`config.mk`:
```
export PLATFORM = sky130hd
export DESIGN_NAME = work_tracking_ring_queue
export DESIGN_NICKNAME = d
export VERILOG_FILES = /design/src/sv/ringq_pkg.sv /design/src/sv/ringq_slot_ctrl.sv /design/src/sv/ringq_data_mem.sv /design/src/sv/work_tracking_ring_queue.sv
export SDC_FILE = /design/constraint.sdc
export NUM_CORES = 1
export LEC_CHECK = 0
export BUFFER_PORTS_ARGS = -buffer_cell sky130_fd_sc_hd__buf_2
export CORE_MARGIN = 2
export CORE_UTILIZATION = 50
export CTS_CLUSTER_SIZE = 30
export DETAILED_ROUTE_END_ITERATION = 8
export PLACE_DENSITY = 0.64
export SETUP_SLACK_MARGIN = 0.3
export SLEW_MARGIN = 20
export SYNTH_ARGS = -nofsm -noshare
export SYNTH_HDL_FRONTEND = slang
export SYNTH_SLANG_ARGS = --single-unit
export TNS_END_PERCENT = 10
```
`constraint.sdc`:
```
create_clock -name aclk -period 6 [get_ports aclk]
set_input_delay 0.6 -clock aclk [delete_from_list [all_inputs] [get_ports aclk]]
set_output_delay 0.6 -clock aclk [all_outputs]
set_load 0.05 [all_outputs]
```
`src/sv/ringq_pkg.sv`:
```
`default_nettype none

package ringq_pkg;

    localparam int DEPTH_DEFAULT     = 16;
    localparam int DATA_BITS_DEFAULT = 32;

    localparam int OPCODE_W  = 2;
    localparam int SLOT_W    = 4;
    localparam int PAYLOAD_W = 32;
    localparam int STATUS_W  = 2;

    typedef enum logic [OPCODE_W-1:0] {
        OP_RESERVE = 2'd0,
        OP_PUBLISH = 2'd1,
        OP_CLAIM   = 2'd2,
        OP_RELEASE = 2'd3
    } opcode_t;

    typedef enum logic [STATUS_W-1:0] {
        ST_OK    = 2'd0,
        ST_FULL  = 2'd1,
        ST_EMPTY = 2'd2,
        ST_WRONG = 2'd3
    } status_t;

    typedef enum logic [1:0] {
        PH_FREE      = 2'd0,
        PH_RESERVED  = 2'd1,
        PH_PUBLISHED = 2'd2,
        PH_CLAIMED   = 2'd3
    } phase_t;

    // Data store commands issued by the slot controller for one request.
    typedef struct packed {
        logic write;
        logic read;
    } mem_cmd_t;

endpackage

`default_nettype wire

```
`src/sv/ringq_slot_ctrl.sv`:
```
`default_nettype none

module ringq_slot_ctrl #(
    parameter int DEPTH = ringq_pkg::DEPTH_DEFAULT
) (
    input  wire logic                          aclk,
    input  wire logic                          aresetn,
    input  wire logic                          fire,
    input  wire ringq_pkg::opcode_t            opcode,
    input  wire logic [ringq_pkg::SLOT_W-1:0]  slot_index,
    output ringq_pkg::status_t                 status,
    output logic      [ringq_pkg::SLOT_W-1:0]  granted_slot,
    output logic                               queue_empty,
    output ringq_pkg::mem_cmd_t                cmd,
    output logic      [$clog2(DEPTH)-1:0]      wr_addr,
    output logic      [$clog2(DEPTH)-1:0]      rd_addr
);

    localparam int IDX_W = $clog2(DEPTH);

    ringq_pkg::phase_t phase_reg [DEPTH];
    logic [IDX_W-1:0]  head_reg, head_next;
    logic [IDX_W-1:0]  tail_reg, tail_next;

    logic              idx_ok;
    logic [IDX_W-1:0]  idx_addr;
    logic [IDX_W-1:0]  sel_addr;
    ringq_pkg::phase_t sel_phase;
    logic              upd_en;
    ringq_pkg::phase_t upd_phase;
    ringq_pkg::phase_t tail_phase;

    function automatic logic [IDX_W-1:0] advance(input logic [IDX_W-1:0] idx);
        advance = (idx == IDX_W'(DEPTH - 1)) ? '0 : idx + 1'b1;
    endfunction

    assign idx_ok   = 32'(slot_index) < 32'(DEPTH);
    assign idx_addr = IDX_W'(slot_index);
    assign wr_addr  = idx_addr;
    assign rd_addr  = tail_reg;

    always_comb begin
        case (opcode)
            ringq_pkg::OP_RESERVE: sel_addr = head_reg;
            ringq_pkg::OP_CLAIM:   sel_addr = tail_reg;
            default:               sel_addr = idx_addr;
        endcase
    end

    assign sel_phase = phase_reg[sel_addr];

    always_comb begin
        status       = ringq_pkg::ST_OK;
        granted_slot = '0;
        upd_en       = 1'b0;
        upd_phase    = sel_phase;
        head_next    = head_reg;
        tail_next    = tail_reg;
        cmd          = '0;
        case (opcode)
            ringq_pkg::OP_RESERVE: begin
                if (sel_phase == ringq_pkg::PH_FREE) begin
                    upd_en       = 1'b1;
                    upd_phase    = ringq_pkg::PH_RESERVED;
                    granted_slot = ringq_pkg::SLOT_W'(head_reg);
                    head_next    = advance(head_reg);
                end else begin
                    status = ringq_pkg::ST_FULL;
                end
            end
            ringq_pkg::OP_PUBLISH: begin
                if (idx_ok && sel_phase == ringq_pkg::PH_RESERVED) begin
                    upd_en    = 1'b1;
                    upd_phase = ringq_pkg::PH_PUBLISHED;
                    cmd.write = 1'b1;
                end else begin
                    status = ringq_pkg::ST_WRONG;
                end
            end
            ringq_pkg::OP_CLAIM: begin
                if (sel_phase == ringq_pkg::PH_PUBLISHED) begin
                    upd_en       = 1'b1;
                    upd_phase    = ringq_pkg::PH_CLAIMED;
                    granted_slot = ringq_pkg::SLOT_W'(tail_reg);
                    tail_next    = advance(tail_reg);
                    cmd.read     = 1'b1;
                end else begin
                    status = ringq_pkg::ST_EMPTY;
                end
            end
            ringq_pkg::OP_RELEASE: begin
                if (idx_ok && sel_phase == ringq_pkg::PH_CLAIMED) begin
                    upd_en    = 1'b1;
                    upd_phase = ringq_pkg::PH_FREE;
                end else begin
                    status = ringq_pkg::ST_WRONG;
                end
            end
            default: begin
                status = ringq_pkg::ST_WRONG;
            end
        endcase
    end

    // The empty flag looks at the tail slot as it will be after this request,
    // so the slot being updated right now is forwarded.
    always_comb begin
        if (upd_en && sel_addr == tail_next) begin
            tail_phase = upd_phase;
        end else begin
            tail_phase = phase_reg[tail_next];
        end
        queue_empty = (tail_phase != ringq_pkg::PH_PUBLISHED);
    end

    always_ff @(posedge aclk) begin
        if (!aresetn) begin
            for (int i = 0; i < DEPTH; i++) begin
                phase_reg[i] <= ringq_pkg::PH_FREE;
            end
            head_reg <= '0;
            tail_reg <= '0;
        end else if (fire) begin
            if (upd_en) begin
                phase_reg[sel_addr] <= upd_phase;
            end
            head_reg <= head_next;
            tail_reg <= tail_next;
        end
    end

endmodule

`default_nettype wire

```
`src/sv/ringq_data_mem.sv`:
```
`default_nettype none

module ringq_data_mem #(
    parameter int DEPTH     = ringq_pkg::DEPTH_DEFAULT,
    parameter int DATA_BITS = ringq_pkg::DATA_BITS_DEFAULT
) (
    input  wire logic                             aclk,
    input  wire logic                             fire,
    input  wire ringq_pkg::mem_cmd_t              cmd,
    input  wire logic [$clog2(DEPTH)-1:0]         wr_addr,
    input  wire logic [ringq_pkg::PAYLOAD_W-1:0]  wr_data,
    input  wire logic [$clog2(DEPTH)-1:0]         rd_addr,
    output logic      [ringq_pkg::PAYLOAD_W-1:0]  rd_data
);

    logic [DATA_BITS-1:0] mem [DEPTH];
    logic [DATA_BITS-1:0] rd_reg;

    // The read register doubles as the payload part of the result register;
    // it reads zero unless the request was a successful claim.
    always_ff @(posedge aclk) begin
        if (fire && cmd.write) begin
            mem[wr_addr] <= DATA_BITS'(wr_data);
        end
        if (fire) begin
            rd_reg <= cmd.read ? mem[rd_addr] : '0;
        end
    end

    assign rd_data = ringq_pkg::PAYLOAD_W'(rd_reg);

endmodule

`default_nettype wire

```
`src/sv/work_tracking_ring_queue.sv`:
```
// A request is held in the request register and its result in the result register that drives m_tdata.
// Throughput: one request per cycle unless the master side stalls; the slot phase lookup and update
// between the request register and the result register set that figure.
// Reset: aresetn is synchronous and active low; it frees every slot and clears the
// head and tail pointers. Stored payloads are not cleared.
`default_nettype none

module work_tracking_ring_queue #(
    parameter int DEPTH     = ringq_pkg::DEPTH_DEFAULT,
    parameter int DATA_BITS = ringq_pkg::DATA_BITS_DEFAULT
) (
    input  wire logic        aclk,
    input  wire logic        aresetn,
    input  wire logic        s_tvalid,
    output logic             s_tready,
    // [1:0] opcode, [5:2] slot_index, [37:6] payload, [39:38] zero
    input  wire logic [39:0] s_tdata,
    output logic             m_tvalid,
    input  wire logic        m_tready,
    // [1:0] status, [5:2] granted_slot, [37:6] read_payload, [38] queue_empty,
    // [39] zero
    output logic      [39:0] m_tdata
);

    localparam int IDX_W = $clog2(DEPTH);

    logic                                in_valid_reg;
    ringq_pkg::opcode_t                  opcode_reg;
    logic [ringq_pkg::SLOT_W-1:0]        slot_index_reg;
    logic [ringq_pkg::PAYLOAD_W-1:0]     payload_reg;

    logic                                out_valid_reg;
    ringq_pkg::status_t                  status_reg;
    logic [ringq_pkg::SLOT_W-1:0]        granted_reg;
    logic                                empty_reg;

    logic                                out_ready;
    logic                                fire;
    ringq_pkg::status_t                  status;
    logic [ringq_pkg::SLOT_W-1:0]        granted_slot;
    logic                                queue_empty;
    ringq_pkg::mem_cmd_t                 cmd;
    logic [IDX_W-1:0]                    wr_addr;
    logic [IDX_W-1:0]                    rd_addr;
    logic [ringq_pkg::PAYLOAD_W-1:0]     read_payload;

    assign out_ready = !out_valid_reg || m_tready;
    assign fire      = in_valid_reg && out_ready;
    assign s_tready  = !in_valid_reg || fire;

    always_ff @(posedge aclk) begin
        if (!aresetn) begin
            in_valid_reg <= 1'b0;
        end else if (s_tready) begin
            in_valid_reg <= s_tvalid;
        end
    end

    always_ff @(posedge aclk) begin
        if (s_tvalid && s_tready) begin
            opcode_reg     <= ringq_pkg::opcode_t'(s_tdata[1:0]);
            slot_index_reg <= s_tdata[5:2];
            payload_reg    <= s_tdata[37:6];
        end
    end

    ringq_slot_ctrl #(
        .DEPTH (DEPTH)
    ) u_slot_ctrl (
        .aclk         (aclk),
        .aresetn      (aresetn),
        .fire         (fire),
        .opcode       (opcode_reg),
        .slot_index   (slot_index_reg),
        .status       (status),
        .granted_slot (granted_slot),
        .queue_empty  (queue_empty),
        .cmd          (cmd),
        .wr_addr      (wr_addr),
        .rd_addr      (rd_addr)
    );

    ringq_data_mem #(
        .DEPTH     (DEPTH),
        .DATA_BITS (DATA_BITS)
    ) u_data_mem (
        .aclk    (aclk),
        .fire    (fire),
        .cmd     (cmd),
        .wr_addr (wr_addr),
        .wr_data (payload_reg),
        .rd_addr (rd_addr),
        .rd_data (read_payload)
    );

    always_ff @(posedge aclk) begin
        if (!aresetn) begin
            out_valid_reg <= 1'b0;
        end else if (fire) begin
            out_valid_reg <= 1'b1;
        end else if (m_tready) begin
            out_valid_reg <= 1'b0;
        end
    end

    always_ff @(posedge aclk) begin
        if (fire) begin
            status_reg  <= status;
            granted_reg <= granted_slot;
            empty_reg   <= queue_empty;
        end
    end

    assign m_tvalid = out_valid_reg;
    assign m_tdata  = {1'b0, empty_reg, read_payload, granted_reg, status_reg};

endmodule

`default_nettype wire

```
==> qor.log, run 1 <==
qor: sta.setup_tns 0 ns
qor: final_layout.largest_reg_flops 512
qor: drt.vias 12,000
qor: clock_tree.insertion_delay 0.60 ns
qor: drt.totalWireLength 51,500 µm
qor: final_layout.flow.area_growth_from_synthesis 14.4%
qor: logic_synthesis.synth_top_area_share 75.2%
qor: clock_tree.tritoncts_num_sinks 631
qor: drt.drt_first_pass_iters 5
qor: clock_tree.tritoncts_clock_tree done
qor: power_and_ir_drop.cell_internal_pwr 7360 µW
qor: clock_tree.post-cts-setup-buffers 0
qor: drt.number_of_drc_markers_in_iteration_0 1,145
qor: place.dp.cells 1,907
qor: job.max_cap_viol_count 0
qor: critical_path.worstPathArrival 5.11 ns
qor: sta.timing.fmax 208 MHz
qor: critical_path.setup.worst_path.end_class flop
qor: floorplan.initial_utilization 50.6%
qor: global_routing.wire_length_of_the_first_global_routing_pass 77,600 µm
qor: global_routing.grt_antenna_before_repair 0
qor: final_layout.num_antenna_cells 0
qor: place.hpwl_after_detailed_placement 27,900 µm
qor: place.pre_cts_ws 1.09 ns
qor: clock_tree.cts.path.max_buffers 3
qor: global_routing.first_global_vias 12,300
qor: global_routing.grt_overflow_total 0
qor: sta.worstMarginPinSlew 0.991 ns
qor: place.port_bufs 82
qor: power_and_ir_drop.p_leak 0.00892 µW
qor: final_layout.layout_cells_sized_above_1 30.0%
qor: hold_path.min_path_type primary input to flop
qor: final_layout.layoutNonFillerInstCount 2,021
qor: logic_synthesis.postSynthCellCount 1,190
qor: clock_tree.clk_transition_reported_paths 0.06 ns
qor: drt.routed_via_density 5.91
qor: logic_synthesis.ys_top_cells_by_area sky130_fd_sc_hd__edfxtp_1 (75%), sky130_fd_sc_hd__mux4_2 (15%), sky130_fd_sc_hd__nor2_1 (1.0%)
qor: power_and_ir_drop.swShare 20.2%
qor: critical_path.ff2ff_setup_slack 1.20 ns
qor: logic_synthesis.synth.largest_area_cell sky130_fd_sc_hd__edfxtp_1
qor: clock_tree.cts_resized 0
qor: clock_tree.clock_root_buffer sky130_fd_sc_hd__clkbuf_16
qor: drt.final_antenna_net_count 0
qor: global_routing.groute.usage.overall 21.0%
qor: sta.final.setup_skew 0.0211 ns
qor: critical_path.capture_instance_of_the_worst_register_to_register_path empty_reg
qor: clock_tree.cts_max_level 3
qor: sta.grt_setup_unrepaired false
qor: drt.number_of_remaining_drc_errors 0
qor: logic_synthesis.synth.yosys.warnings 0
qor: sta.finalWorstSetupSlack 1.20 ns
qor: logic_synthesis.post_synth_cell_types 58
qor: floorplan.dieHeight 227 µm
qor: sta.min_period_over_period 80.0%
qor: logic_synthesis.avgSynthCellArea 20.8 µm²
qor: sta.number_of_hold_violations_in_the_final_report 0
qor: power_and_ir_drop.seq_power_share 53.7%
qor: clock_tree.numCtsBuffers 66
qor: critical_path.worst_r2r_path_depth 10
qor: status.outcome completed
qor: sta.final_setup_fails 0
qor: drt.drt-wirelength-per-cell 25.5 µm
qor: hold_path.min_delay_path_depth 1
qor: power_and_ir_drop.total_net_switching_power 1860 µW
qor: floorplan.floorplan.core_area 49,000 µm²
qor: sta.max-slew-margin-rel 33.9%
qor: logic_synthesis.yosysSeqAreaShare 76.1%
qor: hold_path.min_delay_worst_endpoint payload_reg[10]
qor: power_and_ir_drop.comb_power_share 2.6%
qor: logic_synthesis.async_sr_flop_fraction 0%
qor: logic_synthesis.synth_edf_count 621
qor: floorplan.fp.dieArea 51,400 µm²
qor: sta.fin_crit 4.80 ns
qor: floorplan.num_io_pins 86
qor: floorplan.floorplan.die.width 227 µm
qor: global_routing.grt_start_max_net_pins 95
qor: logic_synthesis.synth.ff_latch_count 631
qor: final_layout.fin_util 57.9%
qor: logic_synthesis.synth_top_flop_cell sky130_fd_sc_hd__edfxtp_1
qor: critical_path.r2r_start opcode_reg[1]
qor: final_layout.nets 1,357
qor: logic_synthesis.syn_nets 1,236
qor: critical_path.crit_path_kind flop to flop
qor: power_and_ir_drop.p_per_area 325 nW/µm²
qor: final_layout.nFillCells 3,592
qor: power_and_ir_drop.ir_worst_vdd 267 µV
qor: final_layout.register_with_the_most_flip_flops u_data_mem.mem
qor: hold_path.min_from s_tdata[16]
qor: critical_path.critical_path.startpoint_type flop
qor: critical_path.path_max_fanout 14
qor: power_and_ir_drop.power.share.clock 43.7%
qor: logic_synthesis.syn-cell-area 24,800 µm²
qor: critical_path.worstPathRequired 6.30 ns
qor: clock_tree.holdBufCountCts 0
qor: sta.final-max-slew-violation-count 0
qor: floorplan.rows 81
qor: place.place.gp.congestion 0.893
power groups by stage:
stage / registers [µW] / clock network (µW) / logic (µW)
6_report: 4950 / 4030 / 240
3_3_place_gp: 5040 / 0 / 239
5_1_grt: 4960 / 4290 / 257
3_5_place_dp: 5040 / 0 / 240
2_1_floorplan: 5050 / 0 / 132
4_1_cts: 4950 / 4120 / 241
metrics by stage:
stage | instance area [µm²] | hold WS (ns) | total power, µW
after floorplan | 24800 | 0.478 | 5180
after global routing | 28400 | 0.156 | 9500
after detailed placement | 26200 | 0.521 | 5280
final | 28400 | 0.178 | 9220
after CTS | 28400 | 0.146 | 9310
after global placement | 26200 | 0.515 | 5280
synth_stat cells, types with 3 or more instances:
cell type / number
sky130_fd_sc_hd__o21ai_0: 25
sky130_fd_sc_hd__o211ai_1: 5
sky130_fd_sc_hd__buf_2: 7
sky130_fd_sc_hd__nand2_1: 30
sky130_fd_sc_hd__mux4_2: 162
sky130_fd_sc_hd__mux2_2: 4
sky130_fd_sc_hd__nor2b_1: 16
sky130_fd_sc_hd__a21oi_1: 11
sky130_fd_sc_hd__buf_4: 4
sky130_fd_sc_hd__nand2b_1: 5
sky130_fd_sc_hd__buf_1: 7
sky130_fd_sc_hd__nor2_1: 69
sky130_fd_sc_hd__inv_1: 12
sky130_fd_sc_hd__nor4b_1: 3
sky130_fd_sc_hd__and4_1: 3
sky130_fd_sc_hd__or2_2: 4
sky130_fd_sc_hd__nand3_1: 21
sky130_fd_sc_hd__nor3_1: 5
sky130_fd_sc_hd__a2111oi_0: 7
sky130_fd_sc_hd__and3_1: 4
sky130_fd_sc_hd__edfxtp_1: 621
sky130_fd_sc_hd__xnor2_1: 4
sky130_fd_sc_hd__clkbuf_1: 44
sky130_fd_sc_hd__a211oi_1: 3
sky130_fd_sc_hd__mux2i_1: 24
sky130_fd_sc_hd__and4b_1: 3
sky130_fd_sc_hd__and2_1: 35
sky130_fd_sc_hd__a311oi_1: 4
sky130_fd_sc_hd__dfxtp_1: 10
layout make-up:
| class | count | area (µm²) | share of cell area [%] |
|---|---|---|---|
| tap | 664 | 831 | 2.93 |
| clock buffer | 76 | 1710 | 6.03 |
| sequential | 631 | 18900 | 66.5 |
| multi-input combinational | 485 | 5760 | 20.3 |
| timing repair buffer | 115 | 733 | 2.59 |
| clock inverter | 38 | 423 | 1.49 |
| inverter | 12 | 45.0 | 0.159 |
cell families (layout without fill, tap and decap cells):
family | after synthesis | after routing | share of synthesized area [%]
fa+ha+maj | 2 | 2 | 0.101
flops | 631 | 631 | 76.1
buf+inv | 74 | 241 | 1.22
simple gates | 204 | 204 | 4.17
compound gates | 81 | 81 | 2.29
xor+xnor | 7 | 7 | 0.278
mux | 190 | 190 | 15.9
other cells | 1 | 1 | 0.0151
metal layers:
| layer | up-vias | wire length, µm | GRT usage (%) |
|---|---|---|---|
| met5 | - | 0 | 0 |
| met4 | 0 | 1040 | 6.47 |
| met3 | 79 | 2680 | 3.68 |
| met2 | 357 | 25000 | 33.4 |
| met1 | 6351 | 22700 | 29.9 |
| li1 | 5163 | - | - |
worst max-delay path: stages, from the launching register on:
cell	delay, ns
sky130_fd_sc_hd__edfxtp_1	0.71
sky130_fd_sc_hd__mux2i_1	0.23
sky130_fd_sc_hd__o21ai_1	0.71
sky130_fd_sc_hd__o311ai_0	0.28
sky130_fd_sc_hd__o211ai_1	0.33
sky130_fd_sc_hd__o211ai_1	0.28
sky130_fd_sc_hd__a211oi_4	0.64
sky130_fd_sc_hd__xnor2_2	0.27
sky130_fd_sc_hd__a2111oi_0	0.18
sky130_fd_sc_hd__a2111oi_0	0.70
sky130_fd_sc_hd__o32ai_1	0.19
how the worst max path moves through the flow:
stage,from,endpoint,slack [ns],cells past startpoint
floorplan,m_tvalid,u_data_mem.mem[2][0],0.64,6
global placement,u_slot_ctrl.rd_addr[0],u_data_mem.mem[2][20],1.16,10
detailed placement,u_slot_ctrl.rd_addr[0],u_data_mem.mem[2][21],1.09,10
CTS,u_slot_ctrl.rd_addr[0],u_data_mem.mem[2][31],1.08,10
global route,u_slot_ctrl.rd_addr[0],u_data_mem.mem[2][21],0.74,10
finish,opcode_reg[1],empty_reg,1.20,10
layout by cell type, fill, tap and decap left out, types with 11 or more instances in the layout:
cell type / Yosys / routed
sky130_fd_sc_hd__clkinv_1: 0 / 14
sky130_fd_sc_hd__buf_4: 4 / 27
sky130_fd_sc_hd__nor2_4: 0 / 12
sky130_fd_sc_hd__nor2_1: 69 / 57
sky130_fd_sc_hd__nand3_1: 21 / 21
sky130_fd_sc_hd__nor2b_1: 16 / 15
sky130_fd_sc_hd__edfxtp_1: 621 / 621
sky130_fd_sc_hd__and2_1: 35 / 34
sky130_fd_sc_hd__mux4_2: 162 / 162
sky130_fd_sc_hd__mux2i_1: 24 / 24
sky130_fd_sc_hd__inv_1: 12 / 11
sky130_fd_sc_hd__o21ai_0: 25 / 25
sky130_fd_sc_hd__nand2_1: 30 / 30
sky130_fd_sc_hd__buf_2: 7 / 82
sky130_fd_sc_hd__clkbuf_16: 0 / 67
Power figures use the tool's default switching activity.
==> run 2: changes to the inputs <==
--- a/config.mk
+++ b/config.mk
@@ -5,6 +5,7 @@
 export SDC_FILE = /design/constraint.sdc
 export NUM_CORES = 1
 export LEC_CHECK = 0
+export ABC_AREA = 1
 export BUFFER_PORTS_ARGS = -buffer_cell sky130_fd_sc_hd__buf_2
 export CORE_MARGIN = 2
 export CORE_UTILIZATION = 50
==> constraint.sdc (replaced) <==
create_clock -name aclk -period 4.6 [get_ports aclk]
set_input_delay 0.46 -clock aclk [delete_from_list [all_inputs] [get_ports aclk]]
set_output_delay 0.46 -clock aclk [all_outputs]
set_load 0.05 [all_outputs]
==> run 2 against run 1 <==
Worst hold slack lost 0.15 ns. Worst setup slack lost 0.49 ns. Clock skew grew 0.0011 ns. Cell count grew 34%. Sequential power grew 31%. Sequential share of layout area shrank 0.28 points. Clock power grew 24%. Flip-flop and latch count is the same. Global-route usage grew 2.2 points. Critical path depth grew 6. Maximum frequency grew 24%. Largest cell class unchanged. Largest power group unchanged.
==> qor.log, run 2 <==
qor: logic_synthesis.syn_nets 1,958
qor: clock_tree.insertion_delay 0.60 ns
qor: power_and_ir_drop.ir_worst_vdd 247 µV
qor: logic_synthesis.async_sr_flop_fraction 0%
qor: critical_path.setup.worst_path.end_class flop
qor: sta.final.setup_skew 0.0222 ns
qor: clock_tree.cts_max_level 3
qor: final_layout.layout_cells_sized_above_1 13.8%
qor: sta.fin_crit 3.89 ns
qor: logic_synthesis.avgSynthCellArea 13.1 µm²
qor: clock_tree.holdBufCountCts 0
qor: global_routing.grt_overflow_total 0
qor: clock_tree.tritoncts_clock_tree done
qor: logic_synthesis.yosys-mux-area-fraction 0%
qor: drt.routed_via_density 5.86
qor: logic_synthesis.synth_top_family_by_area compound AO/OA/AOI/OAI gates
qor: drt.final_antenna_net_count 0
qor: place.hpwl_after_detailed_placement 31,800 µm
qor: place.dp.cells 2,589
qor: drt.vias 15,800
qor: global_routing.groute.usage.overall 23.2%
qor: floorplan.fp.dieArea 52,000 µm²
qor: floorplan.floorplan.die.width 228 µm
qor: job.max_cap_viol_count 0
qor: logic_synthesis.ys_top_cells_by_area sky130_fd_sc_hd__edfxtp_1 (74%), sky130_fd_sc_hd__o21ai_0 (5.4%), sky130_fd_sc_hd__nor2_1 (4.8%)
qor: floorplan.rows 82
qor: logic_synthesis.synth-compound-area-share 12.4%
qor: clock_tree.clk_transition_reported_paths 0.06 ns
qor: logic_synthesis.yosysSeqAreaShare 75.1%
qor: logic_synthesis.synth.ff_latch_count 631
qor: power_and_ir_drop.p_per_area 435 nW/µm²
qor: sta.worstMarginPinSlew 1.13 ns
qor: critical_path.worstPathArrival 4.16 ns
qor: sta.min_period_over_period 84.5%
qor: final_layout.layoutNonFillerInstCount 2,703
qor: drt.number_of_drc_markers_in_iteration_0 1,669
qor: final_layout.largest_reg_flops 512
qor: final_layout.num_antenna_cells 0
qor: sta.setup_tns 0 ns
qor: logic_synthesis.ys_top_cells_by_count sky130_fd_sc_hd__edfxtp_1 (621), sky130_fd_sc_hd__nor2_1 (320), sky130_fd_sc_hd__o21ai_0 (269), sky130_fd_sc_hd__nand2_1 (155), sky130_fd_sc_hd__clkbuf_1 (109)
qor: critical_path.crit_path_kind flop to flop
qor: sta.grt_setup_unrepaired false
qor: final_layout.final_common_cell sky130_fd_sc_hd__edfxtp_1
qor: final_layout.nets 2,035
qor: clock_tree.cts.path.max_buffers 3
qor: power_and_ir_drop.post-layout-total-power 12,400 µW
qor: logic_synthesis.syn-cell-area 25,100 µm²
qor: final_layout.commonest_cells_after_routing_fill_and_taps_aside sky130_fd_sc_hd__edfxtp_1 (621), sky130_fd_sc_hd__nor2_1 (304), sky130_fd_sc_hd__o21ai_0 (269), sky130_fd_sc_hd__nand2_1 (155), sky130_fd_sc_hd__buf_2 (82)
qor: global_routing.wire_length_of_the_first_global_routing_pass 92,100 µm
qor: logic_synthesis.post-synth-top-count-cell sky130_fd_sc_hd__edfxtp_1
qor: clock_tree.numCtsBuffers 67
qor: critical_path.worstPathRequired 4.87 ns
qor: drt.number_of_remaining_drc_errors 0
qor: place.port_bufs 82
qor: sta.final-max-slew-violation-count 0
qor: floorplan.dieHeight 228 µm
qor: floorplan.floorplan.core_area 49,900 µm²
qor: sta.timing.fmax 257 MHz
qor: hold_path.min_path_type primary input to flop
qor: logic_synthesis.synth_top_flop_cell sky130_fd_sc_hd__edfxtp_1
qor: logic_synthesis.synthXorXnorAreaFrac 0.105%
qor: place.place.gp.congestion 0.875
qor: logic_synthesis.postSynthCellCount 1,912
qor: floorplan.initial_utilization 50.4%
qor: drt.drt_first_pass_iters 5
qor: logic_synthesis.synth_top_area_share 74.3%
qor: logic_synthesis.post_synth_cell_types 35
qor: logic_synthesis.synth_edf_count 621
qor: status.outcome completed
qor: power_and_ir_drop.p_leak 0.00953 µW
qor: critical_path.path_max_fanout 25
qor: sta.max-slew-margin-rel 24.5%
qor: final_layout.register_with_the_most_flip_flops u_data_mem.mem
qor: floorplan.num_io_pins 86
qor: sta.number_of_hold_violations_in_the_final_report 0
qor: drt.totalWireLength 60,400 µm
qor: clock_tree.clock_root_buffer sky130_fd_sc_hd__clkbuf_16
qor: drt.drt-wirelength-per-cell 22.4 µm
qor: sta.final_setup_fails 0
qor: final_layout.flow.area_growth_from_synthesis 13.4%
qor: logic_synthesis.synth.yosys.warnings 0
qor: logic_synthesis.post_synth_fa_ha_maj_area_fraction 0.0997%
qor: global_routing.grt_start_max_net_pins 187
qor: global_routing.first_global_vias 15,500
qor: logic_synthesis.synth.largest_area_cell sky130_fd_sc_hd__edfxtp_1
qor: global_routing.grt_antenna_before_repair 0
qor: critical_path.critical_path.startpoint_type flop
qor: clock_tree.tritoncts_num_sinks 631
qor: logic_synthesis.area_share_of_and_or_nand_nor_cells_after_synthesis 9.17%
run 2: cell types whose count changed after synthesis, moves of 65 or more:
cell,before,now
sky130_fd_sc_hd__clkbuf_1,44,109
sky130_fd_sc_hd__mux4_2,162,0
sky130_fd_sc_hd__nand2_1,30,155
sky130_fd_sc_hd__nor2_1,69,320
sky130_fd_sc_hd__o21ai_0,25,269
sky130_fd_sc_hd__o22ai_1,1,68
run 2: worst paths after layout:
check / startpoint / end / slack [ns] / depth (start not counted)
max: opcode_reg[1] / u_data_mem.mem[10][18] / 0.71 / 16
min: s_tdata[15] / payload_reg[9] / 0.03 / 1
max reg2reg: opcode_reg[1] / u_data_mem.mem[10][18] / 0.71 / 16
min reg2reg: u_slot_ctrl.head_reg[3] / u_slot_ctrl.head_reg[3] / 0.50 / 2
run 2: kinds of logic (layout without fill, tap and decap cells):
logic type / count (synthesis) / after routing
XOR/XNOR: 3 / 3
AND/OR/NAND/NOR: 559 / 559
flip-flops: 631 / 631
adder cells (fa/ha/maj): 2 / 2
other: 1 / 1
AO/OA/AOI/OAI: 521 / 521
buffers and inverters: 195 / 314
run 2: metrics by stage:
| step | setup WS [ns] | hold WS [ns] | cell area, µm² | util [%] |
|---|---|---|---|---|
| 6_report | 0.712 | 0.0316 | 28500 | 57.1 |
| 5_1_grt | 0.354 | 0.0182 | 28500 | 57.1 |
| 4_1_cts | 0.379 | 0.0105 | 28400 | 57.0 |
| 3_5_place_dp | 0.413 | 0.498 | 26400 | 53.0 |
| 3_3_place_gp | 0.537 | 0.484 | 26400 | 53.0 |
| 2_1_floorplan | 0.631 | 0.471 | 25100 | - |
run 2: layout make-up:
cell class / instances / area, µm²
clock inverter: 25 / 208
clock buffer: 86 / 1790
sequential: 631 / 18900
inverter: 67 / 258
multi-input combinational: 1086 / 5600
timing repair buffer: 136 / 928
tap: 672 / 841
fill: 3983 / 21400
run 2: repair_timing:
action / 4_1_cts / 5_1_grt
resized for setup: 0 / 1
buffers inserted: 0 / 3
endpoints found under the setup margin: 0 / 313
run 2: where the power goes:
| group | internal, µW | switching, µW | total [µW] | leakage (µW) |
|---|---|---|---|---|
| clock | 2860 | 2140 | 5000 | 0.000977 |
| sequential | 6390 | 82.5 | 6470 | 0.00574 |
| combinational | 247 | 669 | 916 | 0.00281 |
run 2: worst max-delay path, stage by stage (launching register included):
cell,delay [ns]
sky130_fd_sc_hd__edfxtp_1,0.45
sky130_fd_sc_hd__nor2_2,0.10
sky130_fd_sc_hd__nand2_2,0.30
sky130_fd_sc_hd__nand3_1,0.15
sky130_fd_sc_hd__buf_4,0.20
sky130_fd_sc_hd__nand2_1,0.07
sky130_fd_sc_hd__nand2_1,0.06
sky130_fd_sc_hd__nand2_1,0.06
sky130_fd_sc_hd__nand2_1,0.04
sky130_fd_sc_hd__nand2_1,0.05
sky130_fd_sc_hd__nand2_1,0.10
sky130_fd_sc_hd__nor2_2,0.22
sky130_fd_sc_hd__nand2_1,0.19
sky130_fd_sc_hd__nor3_2,0.39
sky130_fd_sc_hd__nand3_1,0.42
sky130_fd_sc_hd__nor2_4,0.45
sky130_fd_sc_hd__buf_12,0.29
run 2: layer usage:
metal  routed length [µm]  vias to the layer above  GRT usage [%]
li1                     -                     7275              -
met1                25200                     7883           31.7
met2                30000                      575           38.5
met3                 3750                      106           3.34
met4                 1480                        0           7.97
met5                    0                        -              0
